**src/itp_pkg.sv**
```systemverilog
// Shared character codes and digit decoding for the integer text parser.
package itp_pkg;

    localparam int DIGIT_BITS = 7;

    typedef logic [7:0]            char_t;
    typedef logic [DIGIT_BITS-1:0] digit_t;

    localparam char_t CH_SPACE = 8'h20;
    localparam char_t CH_TAB   = 8'h09;
    localparam char_t CH_MINUS = 8'h2D;
    localparam char_t CH_PLUS  = 8'h2B;
    localparam char_t CH_0     = 8'h30;
    localparam char_t CH_9     = 8'h39;
    localparam char_t CH_LO_A  = 8'h61;
    localparam char_t CH_LO_Z  = 8'h7A;
    localparam char_t CH_UP_A  = 8'h41;
    localparam char_t CH_UP_Z  = 8'h5A;
    localparam char_t CH_LO_X  = 8'h78;
    localparam char_t CH_UP_X  = 8'h58;

    localparam logic [5:0] BASE_AUTO  = 6'd0;
    localparam logic [5:0] BASE_OCT   = 6'd8;
    localparam logic [5:0] BASE_DEC   = 6'd10;
    localparam logic [5:0] BASE_HEX   = 6'd16;
    localparam digit_t     DIGIT_NONE = 7'h7F;

    // Value of a digit or letter, or DIGIT_NONE for any other character.
    function automatic digit_t digit_of(input char_t c);
        char_t diff;
        begin
            diff = 8'd0;
            if (c inside {[CH_0 : CH_9]})
            begin
                diff = c - CH_0;
                digit_of = diff[DIGIT_BITS-1:0];
            end
            else if (c inside {[CH_LO_A : CH_LO_Z]})
            begin
                diff = c - CH_LO_A + 8'd10;
                digit_of = diff[DIGIT_BITS-1:0];
            end
            else if (c inside {[CH_UP_A : CH_UP_Z]})
            begin
                diff = c - CH_UP_A + 8'd10;
                digit_of = diff[DIGIT_BITS-1:0];
            end
            else
            begin
                digit_of = DIGIT_NONE;
            end
        end
    endfunction

endpackage

```
**src/integer_text_parser.sv**
```systemverilog
// Streaming signed-integer parser that takes one character per request.
//
// The parser accepts one character request in every clock cycle in which
// char_stall is low, and turns a string into a signed 64-bit value, the
// number of characters consumed and a wrap flag. A request carrying
// string_start begins a new string. Leading spaces and tabs are skipped, one
// optional sign is taken, and with base_select at zero a leading 0 selects
// octal and 0x or 0X selects hexadecimal. The first character that is not a
// digit of the active base ends the parse and produces exactly one result;
// later characters are dropped until the next string_start. A character
// waits in the input register while the parse stage works on it, and the
// result is then loaded into the output register, from which it can be
// taken. The parse stage holds one 64-by-6 multiply-add per character,
// which is what sets the one-character-per-cycle rate. The output register
// decouples the two sides: a new character is still taken while a result
// waits, and result_stall only holds the input side back when the output
// register is full and the input register already holds a character.
// The user must write base_select through the cfg port only while no
// string is in flight; the block itself does not enforce it. The port is
// always ready.
module integer_text_parser #(
    parameter int COUNT_BITS = 16
) (
    input  logic        clk,
    input  logic        rst_n,

    input  logic        cfg_valid,
    output logic        cfg_ready,
    input  logic [5:0]  base_select,

    input  logic        char_valid,
    output logic        char_stall,
    input  logic [7:0]  char_code,
    input  logic        string_start,

    output logic        result_valid,
    input  logic        result_stall,
    output logic [63:0] parsed_value,
    output logic [15:0] consumed_count,
    output logic        overflow_flag
);

    // Parse phases.
    localparam logic [2:0] PH_DONE  = 3'd0;
    localparam logic [2:0] PH_SPACE = 3'd1;
    localparam logic [2:0] PH_BASE  = 3'd2;
    localparam logic [2:0] PH_ZERO  = 3'd3;
    localparam logic [2:0] PH_DIGIT = 3'd4;

    localparam logic [COUNT_BITS-1:0] COUNT_MAX = '1;

    // Configuration register.
    logic [5:0] base_sel_reg;

    // Input register.
    logic                s1_valid_reg;
    itp_pkg::char_t      s1_char_reg;
    logic                s1_start_reg;

    // Parse state.
    logic [2:0]            phase_reg,   phase_next;
    logic                  neg_reg,     neg_next;
    logic [5:0]            base_reg,    base_next;
    logic [63:0]           acc_reg,     acc_next;
    logic [COUNT_BITS-1:0] count_reg,   count_next;
    logic                  wrap_reg,    wrap_next;

    // Output register.
    logic        out_valid_reg;
    logic [63:0] out_value_reg;
    logic [15:0] out_count_reg;
    logic        out_wrap_reg;

    logic             emit;
    logic             bump;
    logic             cont;
    itp_pkg::digit_t  digit;
    logic [69:0]      mac;
    logic [31:0]      count_wide;
    logic             out_free;
    logic             s1_fire;

    assign cfg_ready  = 1'b1;
    assign out_free   = !out_valid_reg || !result_stall;
    assign s1_fire    = s1_valid_reg && out_free;
    assign char_stall = s1_valid_reg && !out_free;

    assign digit = itp_pkg::digit_of(s1_char_reg);

    // One character of parse work. A new string clears the state first, then
    // the phases fall through in order until one of them consumes the
    // character or the parse ends.
    always_comb
    begin
        phase_next = s1_start_reg ? PH_SPACE : phase_reg;
        neg_next   = s1_start_reg ? 1'b0     : neg_reg;
        base_next  = s1_start_reg ? 6'd0     : base_reg;
        acc_next   = s1_start_reg ? 64'd0    : acc_reg;
        count_next = s1_start_reg ? '0       : count_reg;
        wrap_next  = s1_start_reg ? 1'b0     : wrap_reg;
        emit       = 1'b0;
        bump       = 1'b0;
        cont       = (phase_next != PH_DONE);
        mac        = 70'(acc_next) * 70'(base_next) + 70'(digit);

        if (cont && phase_next == PH_SPACE)
        begin
            if (s1_char_reg == itp_pkg::CH_SPACE || s1_char_reg == itp_pkg::CH_TAB)
            begin
                bump = 1'b1;
                cont = 1'b0;
            end
            else
            begin
                phase_next = PH_BASE;
                if (s1_char_reg == itp_pkg::CH_MINUS || s1_char_reg == itp_pkg::CH_PLUS)
                begin
                    neg_next = (s1_char_reg == itp_pkg::CH_MINUS);
                    bump     = 1'b1;
                    cont     = 1'b0;
                end
            end
        end

        if (cont && phase_next == PH_BASE)
        begin
            if (base_sel_reg == itp_pkg::BASE_AUTO)
            begin
                base_next = itp_pkg::BASE_DEC;
                if (s1_char_reg == itp_pkg::CH_0)
                begin
                    base_next  = itp_pkg::BASE_OCT;
                    phase_next = PH_ZERO;
                    bump       = 1'b1;
                    cont       = 1'b0;
                end
            end
            else
            begin
                base_next = base_sel_reg;
            end
            if (cont)
            begin
                phase_next = PH_DIGIT;
            end
        end

        if (cont && phase_next == PH_ZERO)
        begin
            phase_next = PH_DIGIT;
            if (s1_char_reg == itp_pkg::CH_LO_X || s1_char_reg == itp_pkg::CH_UP_X)
            begin
                base_next = itp_pkg::BASE_HEX;
                bump      = 1'b1;
                cont      = 1'b0;
            end
        end

        // Base is final here, so the multiply-add is recomputed with it.
        mac = 70'(acc_next) * 70'(base_next) + 70'(digit);

        if (cont)
        begin
            if (digit < {1'b0, base_next})
            begin
                wrap_next = wrap_next | (|mac[69:64]);
                acc_next  = mac[63:0];
                bump      = 1'b1;
            end
            else
            begin
                emit       = 1'b1;
                phase_next = PH_DONE;
            end
        end

        if (bump && count_next != COUNT_MAX)
        begin
            count_next = count_next + 1'b1;
        end
    end

    assign count_wide = 32'(count_next);

    always_ff @(posedge clk or negedge rst_n)
    begin
        if (!rst_n)
        begin
            base_sel_reg <= itp_pkg::BASE_DEC;
        end
        else if (cfg_valid && cfg_ready)
        begin
            base_sel_reg <= base_select;
        end
    end

    always_ff @(posedge clk or negedge rst_n)
    begin
        if (!rst_n)
        begin
            s1_valid_reg <= 1'b0;
        end
        else if (!char_stall)
        begin
            s1_valid_reg <= char_valid;
        end
    end

    always_ff @(posedge clk)
    begin
        if (char_valid && !char_stall)
        begin
            s1_char_reg  <= char_code;
            s1_start_reg <= string_start;
        end
    end

    always_ff @(posedge clk or negedge rst_n)
    begin
        if (!rst_n)
        begin
            phase_reg <= PH_DONE;
            neg_reg   <= 1'b0;
            base_reg  <= 6'd0;
            acc_reg   <= 64'd0;
            count_reg <= '0;
            wrap_reg  <= 1'b0;
        end
        else if (s1_fire)
        begin
            phase_reg <= phase_next;
            neg_reg   <= neg_next;
            base_reg  <= base_next;
            acc_reg   <= acc_next;
            count_reg <= count_next;
            wrap_reg  <= wrap_next;
        end
    end

    always_ff @(posedge clk or negedge rst_n)
    begin
        if (!rst_n)
        begin
            out_valid_reg <= 1'b0;
        end
        else if (out_free)
        begin
            out_valid_reg <= s1_valid_reg && emit;
        end
    end

    always_ff @(posedge clk)
    begin
        if (s1_fire && emit)
        begin
            out_value_reg <= neg_next ? (64'd0 - acc_next) : acc_next;
            out_count_reg <= count_wide[15:0];
            out_wrap_reg  <= wrap_next;
        end
    end

    assign result_valid   = out_valid_reg;
    assign parsed_value   = out_value_reg;
    assign consumed_count = out_count_reg;
    assign overflow_flag  = out_wrap_reg;

endmodule

```
**config.mk**
```make
export PLATFORM = sky130hd
export DESIGN_NAME = integer_text_parser
export DESIGN_NICKNAME = d
export VERILOG_FILES = /design/src/itp_pkg.sv /design/src/integer_text_parser.sv
export SDC_FILE = /design/constraint.sdc
export NUM_CORES = 1
export LEC_CHECK = 0
export BUFFER_PORTS_ARGS = -buffer_cell sky130_fd_sc_hd__buf_2
export CAP_MARGIN = 40
export CORE_MARGIN = 10
export CORE_UTILIZATION = 40
export CTS_CLUSTER_DIAMETER = 80
export DETAILED_ROUTE_END_ITERATION = 10
export PLACE_DENSITY = 0.58
export SYNTH_ARGS = -nofsm -noshare
export SYNTH_HDL_FRONTEND = slang
export SYNTH_SLANG_ARGS = --single-unit
```
**constraint.sdc**
```tcl
create_clock -name clk -period 10.8 [get_ports clk]
set_input_delay 1.08 -clock clk [delete_from_list [all_inputs] [get_ports clk]]
set_output_delay 1.08 -clock clk [all_outputs]
set_load 0.01 [all_outputs]
```
==> results.sh <==
export IMPL_outcome="finished, final reports clean"
export IMPL_postPlaceCellArea_mm2=0.02447
export IMPL_antenna_found_initial=0
export IMPL_synthCells=2694
export IMPL_ir_worst_vdd_mv=0.1537
export IMPL_cts_max_path_buffers=2
export IMPL_setup_tns_ns=0
export IMPL_nFillCells=5700
export IMPL_r2r_start="s1_char_reg[1]"
export IMPL_criticalPathCategory="reg2reg"
export IMPL_critPathLaunchType="flop"
export IMPL_root_buffer="clkbuf_16"
export IMPL_yosysUniqueCellTypes=94
export IMPL_ys_seq_area_share_pct=22.35
export IMPL_worstSetupStartpoint="s1_char_reg[1]"
export IMPL_drtPass1Iterations=6
export IMPL_grt_pass1_wl_mm=119.7
export IMPL_grt_remaining_overflow=0
export IMPL_initial_core_util_pct=40.27
export IMPL_ant_nets=0
export IMPL_grt_max_degree=74
export IMPL_min_path_type="reg2reg"
export IMPL_slew_violations=0
export IMPL_vias_per_cell=5.775
export IMPL_cts_resized=0
export IMPL_die_area_mm2=0.06801
export IMPL_reg2reg_setup_slack_ns=0.89
export IMPL_syn_area_mm2=0.02319
export IMPL_regArea_mm2=0.005182
export IMPL_slew_headroom_pct=39.58
export IMPL_synth_seq_cells=189
export IMPL_cpMaxStageDelayCell="fa_1"
export IMPL_yosys_warnings=0
export IMPL_fp_dieH_um=260.8
export IMPL_cts_tree="built"
export IMPL_cp_required_ns=11.07
export IMPL_globalplace_congestion=0.9165
export IMPL_rsz0062_at_grt="no"
export IMPL_route_detailed_drc=0
export IMPL_wl_per_cell_um=21.56
export IMPL_worst_slew_pin_slew_ns=0.9053
export IMPL_cts_clk_slew_worst_paths_ns=0.08
export IMPL_route_vias_total=20110
export IMPL_p_leak_nw=11.84
export IMPL_wl_mm=75.10
export IMPL_period_share_pct=91.73
export IMPL_power_mw=2.868
export IMPL_crit_top_cell="fa_1"
export IMPL_track_usage_pct=22.56
export IMPL_fp_dieW_um=260.8
export IMPL_cts_setup_buffers=0
export IMPL_antennaDiodeCount=0
export IMPL_synthArstFlopShare_pct=52.38
export IMPL_cts_buffers=17
export IMPL_h_tree_depth=4
export IMPL_core_area_mm2=0.05759
export IMPL_path_max_fanout=28
export IMPL_numPortBuffers=102
export IMPL_hold_slack_ns=0.4790
export IMPL_multiInputGateArea_mm2=0.01710
export IMPL_dp_slack_ns=0.7385
export IMPL_period_minus_slack_ns=9.907
export IMPL_first_iter_violations=1744
export IMPL_slowest_delay_ns=0.55
export IMPL_arrival_ns=10.18
export IMPL_synth_edf_count=90
export IMPL_power_density_mw_per_mm2=114.4
export IMPL_setup_violations=0
export IMPL_nets=3139
export IMPL_end_kind="flop"
export IMPL_dp_hpwl_mm=57.86
export IMPL_cts_sinks=189
export IMPL_synth_main_ff_cell="dfrtp_1"
export IMPL_cts_hold_buf=0
export IMPL_syn2layout_area_growth_pct=8.088
export IMPL_r2r_end="parsed_value[52]"
export IMPL_fin_skew_ns=0.02626
export IMPL_final_area_mm2=0.02507
export IMPL_synth_fp_nets=3128
export IMPL_synth_area_per_cell_um2=8.608
export IMPL_crit_end="parsed_value[52]"
export IMPL_rows=88
export IMPL_clk_insertion_delay_late_ns=0.53
export IMPL_drive_above_1_share_pct=8.205
export IMPL_grt_pass1_vias=21010
export IMPL_ios=104
export IMPL_final_hold_viol_count=0
export IMPL_cap_violations=0
export IMPL_fmax_ghz=0.1009
export IMPL_r2r_cells=29
export IMPL_setup_ws_ns=0.8928
## final cells by class
| class | instances | area share [%] |
|---|---|---|
| Inverter | 109 | 1.632 |
| Tap cell | 765 | 3.819 |
| Multi-Input combinational cell | 2253 | 68.22 |
| Clock buffer | 17 | 1.697 |
| Timing Repair Buffer | 135 | 3.275 |
| Clock inverter | 15 | 0.6789 |
| Sequential cell | 189 | 20.68 |
## power by group
part,internal [mW],switching [mW]
Sequential,0.882,0.0530
Combinational,0.366,0.879
Clock,0.330,0.359
## metal layers
layer  track usage, %  share of wire, %  up-vias
met5                0                 0        -
met4            8.606               3.5        0
met3            4.163               6.5      137
met2            36.85                47      749
met1            29.24                44     9948
li1                 -                 -     9279
## critical path, delay by kind of cell, from the launching register on
kind	cells	cell delay [ns]
AO/OA/AOI/OAI	8	2.20
XOR/XNOR	2	0.36
adder cells (fa/ha/maj)	6	2.80
buffers and inverters	4	0.65
flip-flops	1	0.48
AND/OR/NAND/NOR	9	3.13
## placed cells by master, fill, tap and decap left out, drive strengths merged, types with 12 or more instances in the layout
master / netlist / final
a211oi: 16 / 16
a21o: 39 / 39
a21oi: 176 / 176
a31oi: 37 / 37
and2: 19 / 19
and3: 14 / 14
buf: 28 / 135
clkbuf: 115 / 17
dfrtp: 97 / 97
edfxtp: 90 / 90
fa: 253 / 253
ha: 161 / 161
inv: 109 / 118
mux2i: 16 / 16
nand2: 284 / 284
nand2b: 32 / 32
nand3: 41 / 41
nand4: 36 / 36
nor2: 518 / 518
nor2b: 27 / 27
nor3: 36 / 36
o211ai: 21 / 21
o21a: 12 / 12
o21ai: 161 / 161
o31ai: 21 / 21
or2: 19 / 19
or3: 19 / 19
xnor2: 91 / 91
xor2: 43 / 43
## through the flow
step,instances,utilization (%)
6_report,3483,43.53
5_1_grt,3483,43.53
4_1_cts,3483,43.52
3_5_place_dp,3451,42.49
3_3_place_gp,3447,42.33
2_1_floorplan,2694,-
## cells in the mapped netlist, types with 12 or more instances
library cell	count	area share, %
buf_2	19	0.41
mux2i_1	16	0.69
ha_1	161	8.7
xor2_1	43	1.6
dfrtp_1	97	10
nand3_1	41	0.88
or2_2	15	0.40
o31ai_1	21	0.68
edfxtp_1	90	12
and2_1	18	0.49
fa_1	253	22
inv_1	108	1.7
and3_1	14	0.38
a21oi_1	176	3.8
o21a_1	12	0.39
or3_1	19	0.51
a21o_1	39	1.3
o211ai_1	21	0.68
o21ai_0	147	3.2
a211oi_1	15	0.49
nor2b_1	27	0.73
clkbuf_1	115	1.9
xnor2_1	91	3.4
a31oi_1	37	1.0
nand2b_1	32	0.86
nor3_1	36	0.78
nand4_1	35	0.94
o21ai_1	14	0.30
nor2_1	517	8.4
nand2_1	284	4.6
## cells by family (layout without fill, tap and decap cells)
kind of cell | after synthesis | in the layout | share of synthesized area [%]
AOI/OAI and AO/OA | 587 | 587 | 15.88
xor gates and xnor gates | 134 | 134 | 5.061
adders and majority gates | 414 | 414 | 30.53
buffers and inverters | 252 | 276 | 4.198
DFF | 189 | 189 | 22.35
muxes | 23 | 23 | 1.030
other | 1 | 1 | 0.01617
and+or+nand+nor | 1094 | 1094 | 20.93
## worst min path at each step
stage                             from            to  slack, ns  cells past startpoint
after detailed placement   acc_reg[44]   acc_reg[44]       0.46                      2
after global placement     acc_reg[57]   acc_reg[57]       0.45                      2
after floorplan           count_reg[0]  count_reg[0]       0.44                      2
final                      acc_reg[57]   acc_reg[57]       0.48                      2
after CTS                  acc_reg[44]   acc_reg[44]       0.48                      2
after global routing       acc_reg[44]   acc_reg[44]       0.51                      2
(Power assumes the default switching activity.)
